`config.mk`:
```
export PLATFORM = sky130hd
export DESIGN_NAME = sha256_byte_stream_hasher
export DESIGN_NICKNAME = d
export VERILOG_FILES = /design/src/hw/rtl/sha_pkg.sv /design/src/hw/rtl/sha256_byte_stream_hasher.sv /design/src/hw/rtl/sha_front.sv /design/src/hw/rtl/sha_core.sv
export SDC_FILE = /design/constraint.sdc
export NUM_CORES = 2
export LEC_CHECK = 0
export ABC_CLOCK_PERIOD_IN_PS = 22800
export BUFFER_PORTS_ARGS = -buffer_cell sky130_fd_sc_hd__buf_2
export CAP_MARGIN = 5
export CORE_MARGIN = 4
export CORE_UTILIZATION = 38
export DETAILED_ROUTE_END_ITERATION = 7
export PLACE_DENSITY_LB_ADDON = 0.25
export SETUP_SLACK_MARGIN = 0.3
export SYNTH_ARGS = -nofsm -noshare
export SYNTH_HDL_FRONTEND = slang
export SYNTH_HIERARCHICAL = 1
export SYNTH_SLANG_ARGS = --single-unit
```
`constraint.sdc`:
```
create_clock -name i_clk -period 22.8 [get_ports i_clk]
set_input_delay 2.28 -clock i_clk [delete_from_list [all_inputs] [get_ports i_clk]]
set_output_delay 2.28 -clock i_clk [all_outputs]
set_load 0.01 [all_outputs]
```
`src/hw/rtl/sha_pkg.sv`:
```
package sha_pkg;

    localparam int unsigned QueueDepth = 4;
    localparam int unsigned QueueIdxW  = $clog2(QueueDepth);
    localparam int unsigned OutDepth   = 8;

    // One request as it travels from the front to the back.
    typedef struct packed {
        logic [7:0] data;
        logic       valid;
        logic       last;
    } t_req;

    // Digest word as handed to the output queue.
    typedef struct packed {
        logic [31:0] word;
        logic [2:0]  index;
        logic        last;
    } t_res;

    localparam logic [31:0] InitH [8] = '{
        32'h6a09e667, 32'hbb67ae85, 32'h3c6ef372, 32'ha54ff53a,
        32'h510e527f, 32'h9b05688c, 32'h1f83d9ab, 32'h5be0cd19};

    localparam logic [31:0] RoundK [64] = '{
        32'h428a2f98, 32'h71374491, 32'hb5c0fbcf, 32'he9b5dba5, 32'h3956c25b, 32'h59f111f1,
        32'h923f82a4, 32'hab1c5ed5, 32'hd807aa98, 32'h12835b01, 32'h243185be, 32'h550c7dc3,
        32'h72be5d74, 32'h80deb1fe, 32'h9bdc06a7, 32'hc19bf174, 32'he49b69c1, 32'hefbe4786,
        32'h0fc19dc6, 32'h240ca1cc, 32'h2de92c6f, 32'h4a7484aa, 32'h5cb0a9dc, 32'h76f988da,
        32'h983e5152, 32'ha831c66d, 32'hb00327c8, 32'hbf597fc7, 32'hc6e00bf3, 32'hd5a79147,
        32'h06ca6351, 32'h14292967, 32'h27b70a85, 32'h2e1b2138, 32'h4d2c6dfc, 32'h53380d13,
        32'h650a7354, 32'h766a0abb, 32'h81c2c92e, 32'h92722c85, 32'ha2bfe8a1, 32'ha81a664b,
        32'hc24b8b70, 32'hc76c51a3, 32'hd192e819, 32'hd6990624, 32'hf40e3585, 32'h106aa070,
        32'h19a4c116, 32'h1e376c08, 32'h2748774c, 32'h34b0bcb5, 32'h391c0cb3, 32'h4ed8aa4a,
        32'h5b9cca4f, 32'h682e6ff3, 32'h748f82ee, 32'h78a5636f, 32'h84c87814, 32'h8cc70208,
        32'h90befffa, 32'ha4506ceb, 32'hbef9a3f7, 32'hc67178f2};

    function automatic logic [31:0] rotr(input logic [31:0] x, input int unsigned n);
        rotr = (x >> n) | (x << (32 - n));
    endfunction

endpackage

```
`src/hw/rtl/sha256_byte_stream_hasher.sv`:
```
// SHA-256 over a byte stream. Bytes are buffered one by one; each full
// 64-byte block then goes through the single round unit (load, 64
// rounds, add). A message end adds byte-wise padding and one or two
// block compressions, then the eight digest words are written, which
// appear in order, word 0 first. Bytes of the next message keep
// flowing while a digest waits to be popped; only the writing of the
// next digest waits for it to drain, and requests queue in a four-entry
// queue meanwhile.
module sha256_byte_stream_hasher (
    input  logic        i_clk,
    input  logic        i_rst_n,
    input  logic        push,
    output logic        full,
    input  logic [7:0]  i_msg_byte,
    input  logic        i_byte_valid,
    input  logic        i_end_of_message,
    output logic        empty,
    input  logic        pop,
    output logic [31:0] o_digest_word,
    output logic [2:0]  o_word_index,
    output logic        o_last_word
);
    sha_pkg::t_req w_req;
    sha_pkg::t_res w_res;
    logic          w_avail, w_take;

    sha_front u_front (
        .i_clk, .i_rst_n, .i_push(push), .i_msg_byte, .i_byte_valid, .i_end_of_message,
        .o_full(full), .o_req_avail(w_avail), .o_req(w_req), .i_req_take(w_take));

    sha_core u_core (
        .i_clk, .i_rst_n, .i_req_avail(w_avail), .i_req(w_req), .o_req_take(w_take),
        .o_empty(empty), .o_res(w_res), .i_pop(pop));

    assign o_digest_word = w_res.word;
    assign o_word_index  = w_res.index;
    assign o_last_word   = w_res.last;
endmodule

```
`src/hw/rtl/sha_front.sv`:
```
// Accepts requests, drops those with neither flag set, and queues the rest.
module sha_front (
    input  logic          i_clk,
    input  logic          i_rst_n,
    input  logic          i_push,
    input  logic [7:0]    i_msg_byte,
    input  logic          i_byte_valid,
    input  logic          i_end_of_message,
    output logic          o_full,
    output logic          o_req_avail,
    output sha_pkg::t_req o_req,
    input  logic          i_req_take
);
    sha_pkg::t_req                  r_q [sha_pkg::QueueDepth];
    logic [sha_pkg::QueueIdxW-1:0]  r_wp, r_rp;
    logic [sha_pkg::QueueIdxW:0]    r_cnt;
    logic                           w_in, w_keep, w_out;

    assign o_full      = (r_cnt == (sha_pkg::QueueIdxW+1)'(sha_pkg::QueueDepth));
    assign w_in        = i_push && !o_full;
    assign w_keep      = w_in && (i_byte_valid || i_end_of_message);
    assign o_req_avail = (r_cnt != '0);
    assign w_out       = i_req_take && o_req_avail;
    assign o_req       = r_q[r_rp];

    always_ff @(posedge i_clk) begin
        if (w_keep) begin
            r_q[r_wp] <= '{data: i_msg_byte, valid: i_byte_valid, last: i_end_of_message};
        end
    end

    always_ff @(posedge i_clk) begin
        if (!i_rst_n) begin
            r_wp  <= '0;
            r_rp  <= '0;
            r_cnt <= '0;
        end else begin
            if (w_keep) r_wp <= r_wp + 1'b1;
            if (w_out)  r_rp <= r_rp + 1'b1;
            r_cnt <= r_cnt + (sha_pkg::QueueIdxW+1)'(w_keep) - (sha_pkg::QueueIdxW+1)'(w_out);
        end
    end

    a_cnt_bound: assert property (@(posedge i_clk) disable iff (!i_rst_n)
        r_cnt <= (sha_pkg::QueueIdxW+1)'(sha_pkg::QueueDepth))
        else $error("front queue overflow");
    a_no_pop_empty: assert property (@(posedge i_clk) disable iff (!i_rst_n)
        (r_cnt == '0) |-> !w_out) else $error("front queue popped while empty");
    a_full_blocks: assert property (@(posedge i_clk) disable iff (!i_rst_n)
        o_full |=> (r_cnt != '0)) else $error("full queue lost entries");
endmodule

```
`src/hw/rtl/sha_core.sv`:
```
// Buffers bytes, pads, runs 64 rounds per block on one round unit and
// queues the eight digest words.
module sha_core (
    input  logic          i_clk,
    input  logic          i_rst_n,
    input  logic          i_req_avail,
    input  sha_pkg::t_req i_req,
    output logic          o_req_take,
    output logic          o_empty,
    output sha_pkg::t_res o_res,
    input  logic          i_pop
);
    typedef enum logic [5:0] {
        S_IDLE  = 6'b000001,
        S_PAD   = 6'b000010,
        S_ROUND = 6'b000100,
        S_ADD   = 6'b001000,
        S_EMIT  = 6'b010000,
        S_LEN   = 6'b100000
    } t_state;

    t_state       r_state;
    logic [31:0]  r_blk [16];
    logic [63:0]  r_cnt;
    logic [31:0]  r_h [8];
    logic [31:0]  r_v [8];
    logic [31:0]  r_w [16];
    logic [5:0]   r_rnd;
    logic [5:0]   r_pos;
    logic         r_final;
    logic         r_second;
    logic         r_marked;
    logic         r_len_in;
    logic [3:0]   r_emit;
    sha_pkg::t_res r_oq [sha_pkg::OutDepth];
    logic [2:0]   r_orp;
    logic [3:0]   r_ocnt;

    logic [31:0] w_wt, w_wnew, w_t1, w_t2, w_s0, w_s1;
    logic        w_take, w_pop, w_len_due;

    assign o_empty = (r_ocnt == 4'd0);
    assign w_pop   = i_pop && !o_empty;
    assign o_res   = r_oq[r_orp];
    assign w_take  = (r_state == S_IDLE) && i_req_avail;
    assign o_req_take = w_take;

    // The length goes in once the end marker is placed and eight bytes remain.
    assign w_len_due = r_final && r_marked && (r_second || r_cnt[5:0] < 6'd56);

    // Message schedule kept as a sliding window of sixteen words.
    assign w_s0   = sha_pkg::rotr(r_w[1], 7) ^ sha_pkg::rotr(r_w[1], 18) ^ (r_w[1] >> 3);
    assign w_s1   = sha_pkg::rotr(r_w[14], 17) ^ sha_pkg::rotr(r_w[14], 19) ^ (r_w[14] >> 10);
    assign w_wnew = w_s1 + r_w[9] + w_s0 + r_w[0];
    assign w_wt   = r_w[0];
    assign w_t1 = r_v[7] + (sha_pkg::rotr(r_v[4], 6) ^ sha_pkg::rotr(r_v[4], 11)
                  ^ sha_pkg::rotr(r_v[4], 25)) + ((r_v[4] & r_v[5]) ^ (~r_v[4] & r_v[6]))
                  + sha_pkg::RoundK[r_rnd] + w_wt;
    assign w_t2 = (sha_pkg::rotr(r_v[0], 2) ^ sha_pkg::rotr(r_v[0], 13)
                  ^ sha_pkg::rotr(r_v[0], 22))
                  + ((r_v[0] & r_v[1]) ^ (r_v[0] & r_v[2]) ^ (r_v[1] & r_v[2]));

    always_ff @(posedge i_clk) begin
        if (!i_rst_n) begin
            r_state <= S_IDLE;
            r_cnt   <= '0;
            r_ocnt  <= '0;
            r_orp   <= '0;
            r_final <= 1'b0;
            for (int i = 0; i < 8; i++) r_h[i] <= sha_pkg::InitH[i];
        end else begin
            if (w_pop) begin
                r_orp  <= r_orp + 1'b1;
                r_ocnt <= r_ocnt - 4'd1;
            end
            case (r_state)
                S_IDLE: begin
                    if (w_take) begin
                        r_final  <= i_req.last;
                        r_second <= 1'b0;
                        r_marked <= 1'b0;
                        r_len_in <= 1'b0;
                        if (i_req.valid) begin
                            r_blk[r_cnt[5:2]][{~r_cnt[1:0], 3'b000} +: 8] <= i_req.data;
                            r_cnt <= r_cnt + 64'd1;
                            if (r_cnt[5:0] == 6'd63) begin
                                r_state <= S_LEN;
                            end else if (i_req.last) begin
                                r_pos   <= r_cnt[5:0] + 6'd1;
                                r_state <= S_PAD;
                            end
                        end else begin
                            r_pos   <= r_cnt[5:0];
                            r_state <= S_PAD;
                        end
                    end
                end
                // One byte of padding per cycle from the fill position up.
                S_PAD: begin
                    if (!r_marked && (r_pos == r_cnt[5:0])) begin
                        r_blk[r_pos[5:2]][{~r_pos[1:0], 3'b000} +: 8] <= 8'h80;
                        r_marked <= 1'b1;
                    end else begin
                        r_blk[r_pos[5:2]][{~r_pos[1:0], 3'b000} +: 8] <= 8'h00;
                    end
                    r_pos <= r_pos + 6'd1;
                    if (r_pos == 6'd63) begin
                        r_state <= S_LEN;
                    end
                end
                // Load the window and working words; write the length when due.
                S_LEN: begin
                    for (int i = 0; i < 14; i++) r_w[i] <= r_blk[i];
                    r_w[14]  <= w_len_due ? r_cnt[60:29] : r_blk[14];
                    r_w[15]  <= w_len_due ? {r_cnt[28:0], 3'b000} : r_blk[15];
                    r_len_in <= w_len_due;
                    for (int i = 0; i < 8; i++) r_v[i] <= r_h[i];
                    r_rnd   <= '0;
                    r_state <= S_ROUND;
                end
                S_ROUND: begin
                    r_v[7] <= r_v[6];
                    r_v[6] <= r_v[5];
                    r_v[5] <= r_v[4];
                    r_v[4] <= r_v[3] + w_t1;
                    r_v[3] <= r_v[2];
                    r_v[2] <= r_v[1];
                    r_v[1] <= r_v[0];
                    r_v[0] <= w_t1 + w_t2;
                    for (int i = 0; i < 15; i++) r_w[i] <= r_w[i+1];
                    r_w[15] <= w_wnew;
                    r_rnd <= r_rnd + 6'd1;
                    if (r_rnd == 6'd63) r_state <= S_ADD;
                end
                S_ADD: begin
                    for (int i = 0; i < 8; i++) r_h[i] <= r_h[i] + r_v[i];
                    if (!r_final) begin
                        r_state <= S_IDLE;
                    end else if (!r_len_in) begin
                        // Length did not fit: another block of padding plus length.
                        r_second <= 1'b1;
                        r_pos    <= 6'd0;
                        r_state  <= S_PAD;
                    end else begin
                        r_emit  <= '0;
                        r_state <= S_EMIT;
                    end
                end
                // Words are written only once the previous digest has been popped.
                S_EMIT: begin
                    if (o_empty) begin
                        if (r_emit == 4'd8) begin
                            r_ocnt  <= 4'd8;
                            r_orp   <= '0;
                            r_cnt   <= '0;
                            r_final <= 1'b0;
                            for (int i = 0; i < 8; i++) r_h[i] <= sha_pkg::InitH[i];
                            r_state <= S_IDLE;
                        end else begin
                            r_oq[r_emit[2:0]] <= '{word: r_h[r_emit[2:0]],
                                                  index: r_emit[2:0],
                                                  last: (r_emit == 4'd7)};
                            r_emit <= r_emit + 4'd1;
                        end
                    end
                end
                default: r_state <= S_IDLE;
            endcase
        end
    end

    a_emit_empty: assert property (@(posedge i_clk) disable iff (!i_rst_n)
        ((r_state == S_EMIT) && (r_emit != 4'd0)) |-> o_empty)
        else $error("digest written while previous digest pending");
    a_ocnt_bound: assert property (@(posedge i_clk) disable iff (!i_rst_n)
        r_ocnt <= 4'd8) else $error("output count out of range");
    a_last_idx: assert property (@(posedge i_clk) disable iff (!i_rst_n)
        !o_empty |-> (o_res.last == (o_res.index == 3'd7)))
        else $error("last flag disagrees with word index");
endmodule
```
==> impl_metrics.tcl <==
set metrics [dict create \
    post-cts-setup-buffer-count 0 \
    port_buffers 51 \
    synth.ff_latch_count 1970 \
    synthDominantCellAreaShare_pct 50.51 \
    dpl_worst_slack_ns 11.51 \
    cts.path.max_buffers 4 \
    crit_top_cell "inv_1" \
    power_leakage_nw 41.64 \
    status "finished clean" \
    final_layout_size_suffix_gt1_share_pct 15.05 \
    max-cap-violations 0 \
    max_slew.worst_pin.slew_ns 1.249 \
    route.antenna.remaining_nets 0 \
    synth_edf_count 1755 \
    areaGrowthSynthToFinish_pct 10.61 \
    fin_ws_ns 11.32 \
    global_route.overflow_total 0 \
    chipHeight_um 532.0 \
    power-per-cell-area_mw_per_mm2 71.28 \
    achievable-frequency_ghz 0.08711 \
    start_kind "register" \
    die-width_um 532.0 \
    synth_area_leader_cell "edfxtp_1" \
    final_weighted_congestion_of_routability_driven_global_placement 0.9573 \
    most_common_cell_after_layout_fill_and_taps_aside "edfxtp_1" \
    netlist_area_mm2 0.1043 \
    slowest_stage "ha_1" \
    placed_wire_length_estimate_after_detailed_placement_um 232000 \
    layout_common_cells "1755 x edfxtp_1, 980 x nand2_1, 606 x mux2_2, 472 x nor2_1, 418 x a21oi_1" \
    grt_use_total_pct 22.17 \
    clockRootBuffer "clkbuf_16" \
    mapped_cells 8432 \
    route.detailed.drc 0 \
    drt_iter0_drc 6320 \
    coreArea_mm2 0.2734 \
    yosysUniqueCellTypes 98 \
    grt_util_met3_pct 3.232 \
    timing.critical_path.max_delay_family "adder cells" \
    drv_slew 0 \
    cpPeakStageDelay_ns 0.94 \
    synth_async_sr_flop_share_pct 0 \
    finalClockSkew_ns 0.1251 \
    final_nets 9049 \
    routed_wire_length_per_instance_um 26.59 \
    period_minus_slack_ns 11.48 \
    cp.buffers_inverters 6 \
    clock_tree_from_tritoncts "yes" \
    post_synth_main_area_contributors "edfxtp_1 51%, mux2_2 6.5%, ha_1 5.0%" \
    antenna_found_initial 4 \
    timing.critical_path.fanout_max 24 \
    die_footprint_mm2 0.2830 \
    cp_data_required_time_ns 23.31 \
    grt_met1_use_pct 29.65 \
    clk_transition_reported_paths_ns 0.07 \
    setup_viol 0 \
    unrepaired_setup_endpoints_after_global_routing "no" \
    met2_usage_pct 36.27 \
    drt-total-wl_um 323900 \
    grt-busiest-layer "met2" \
    h-tree-depth 4 \
    syn_avg_cell_area_um2 12.37 \
    cp_data_arrival_time_ns 11.99 \
    placedCellCount 11800 \
    vias_in_the_first_global_route 67810 \
    grt_pass1_wl_um 469900 \
    synth.yosys.warnings 6 \
    postCtsResizedCells 0 \
    criticalPathCategory "reg -> reg" \
    io-pin-count 52 \
    synth-main-ff-cell "edfxtp_1" \
    worst_setup_path_end_kind "register" \
    finalHoldViolations 0 \
    placementRows 192 \
    clkLatencyLatePin_ns 0.92 \
    cts.hold.buffers_added 0 \
    vdd_ir_drop_max_mv 0.06527 \
    slew_headroom_pct 15.93 \
    via_count 69060 \
    pin_count_of_the_biggest_net_entering_global_routing 154 \
    syn-num-nets 9055 \
    firstDrtPassIters 7 \
    finalHoldWorstSlack_ns 0.4491 \
    vias_per_instance 5.669 \
    tritoncts_buffers 212 \
    timing.hold.worst.class "reg -> reg" \
    total_negative_setup_slacks_ns 0 \
    ys_seq_area_share_pct 54.64 \
    final_min_period_over_clock_period_pct 50.35 \
    start_util_pct 38.16 \
    final_cell_count_without_fillers 12180 \
    numClockSinks 1970 \
]
## worst min-delay path: stages (launching register included)
cell	delay (ns)
edfxtp_1	0.32
nand2_1	0.04
nand2_1	0.05
## registers in the layout, indices dropped and copies added, names as in the netlist, 2 cells and up, named ones only
| signal | flops |
|---|---|
| u_core/r_blk | 512 |
| u_core/r_cnt | 61 |
| u_core/r_emit | 4 |
| u_core/r_h | 256 |
| u_core/r_ocnt | 4 |
| u_core/r_oq | 288 |
| u_core/r_orp | 3 |
| u_core/r_pos | 6 |
| u_core/r_rnd | 6 |
| u_core/r_state | 6 |
| u_core/r_v | 256 |
| u_core/r_w | 512 |
| u_front/r_cnt | 3 |
| u_front/r_q | 40 |
| u_front/r_rp | 2 |
| u_front/r_wp | 2 |
## final cells by class
type	instances	area, um^2
antenna	6	15.01
clock buffer	282	5769
clock inverter	93	969.7
fill	25260	158000
inverter	378	1423
multi-input combinational	5706	44610
sequential	1970	57020
tap	3589	4491
timing repair buffer	158	1096
## Yosys cell counts, drive strengths merged, types with 14 or more instances
library cell and number:
nand2 984, mux2 606, edfxtp 1755, mux4 153
xor2 227, nor3b 19, a211oi 60, nor3 87
and3 44, o31ai 32, o22ai 16, o21bai 50
o221ai 14, nand3 125, a21oi 418, nor2 484
xnor2 386, nor2b 58, o21a 52, nand3b 18
ha 413, o211ai 60, dfxtp 215, mux2i 32
a311oi 16, or2 14, buf 39, nor4 24
inv 377, clkbuf 339, nand4 24, a31oi 95
fa 196, o21ai 416, nand2b 52, or3 72
a21o 186, and2 66, o311ai 15, a22o 19
and4 14
## path summary, 6_finish.rpt
path	startpoint	endpoint	slack, ns	cells past startpoint
min	u_core/r_blk[10][20]	u_core/r_w[1][84]	0.45	2
max	u_core/r_rnd[0]	u_core/r_v[0][31]	11.32	40
min reg2reg	u_core/r_blk[10][20]	u_core/r_w[1][84]	0.45	2
max reg2reg	u_core/r_rnd[0]	u_core/r_v[0][31]	11.32	40
## cells by family (layout without fill, tap and decap cells)
family                     Yosys count  after routing  share of synthesized area, %
muxes                              791            791                         10.15
buffers and inverters              756            911                         2.730
other                                0              6                             0
DFF                               1970           1970                         54.64
and+or+nand+nor                   2110           2110                         9.062
adders and majority gates          613            613                         8.752
xor gates and xnor gates           614            614                         5.168
AOI/OAI and AO/OA                 1578           1578                         9.498
## metal layers
metal | up-vias | wire [um] | share of wire, %
met5 | - | 0 | 0
met4 | 0 | 15170 | 4.7
met3 | 521 | 18790 | 5.8
met2 | 2209 | 151500 | 47
met1 | 35380 | 138500 | 43
li1 | 30950 | - | -
## power breakdown
| group | internal [W] | total (W) | switching [W] |
|---|---|---|---|
| Clock | 0.00196 | 0.00340 | 0.00144 |
| Sequential | 0.00401 | 0.00406 | 0.0000496 |
| Combinational | 0.000255 | 0.000765 | 0.000510 |
## through the flow
stage | area (um^2) | total power [W] | util, %
global placement | 108600 | 0.004897 | 39.74
CTS | 115400 | 0.008319 | 42.20
detailed placement | 108600 | 0.004908 | 39.74
floorplan | 104300 | 0.004609 | -
finish | 115400 | 0.008225 | 42.21
global route | 115400 | 0.008527 | 42.21
No activity file was read; power rests on OpenSTA's default activity.
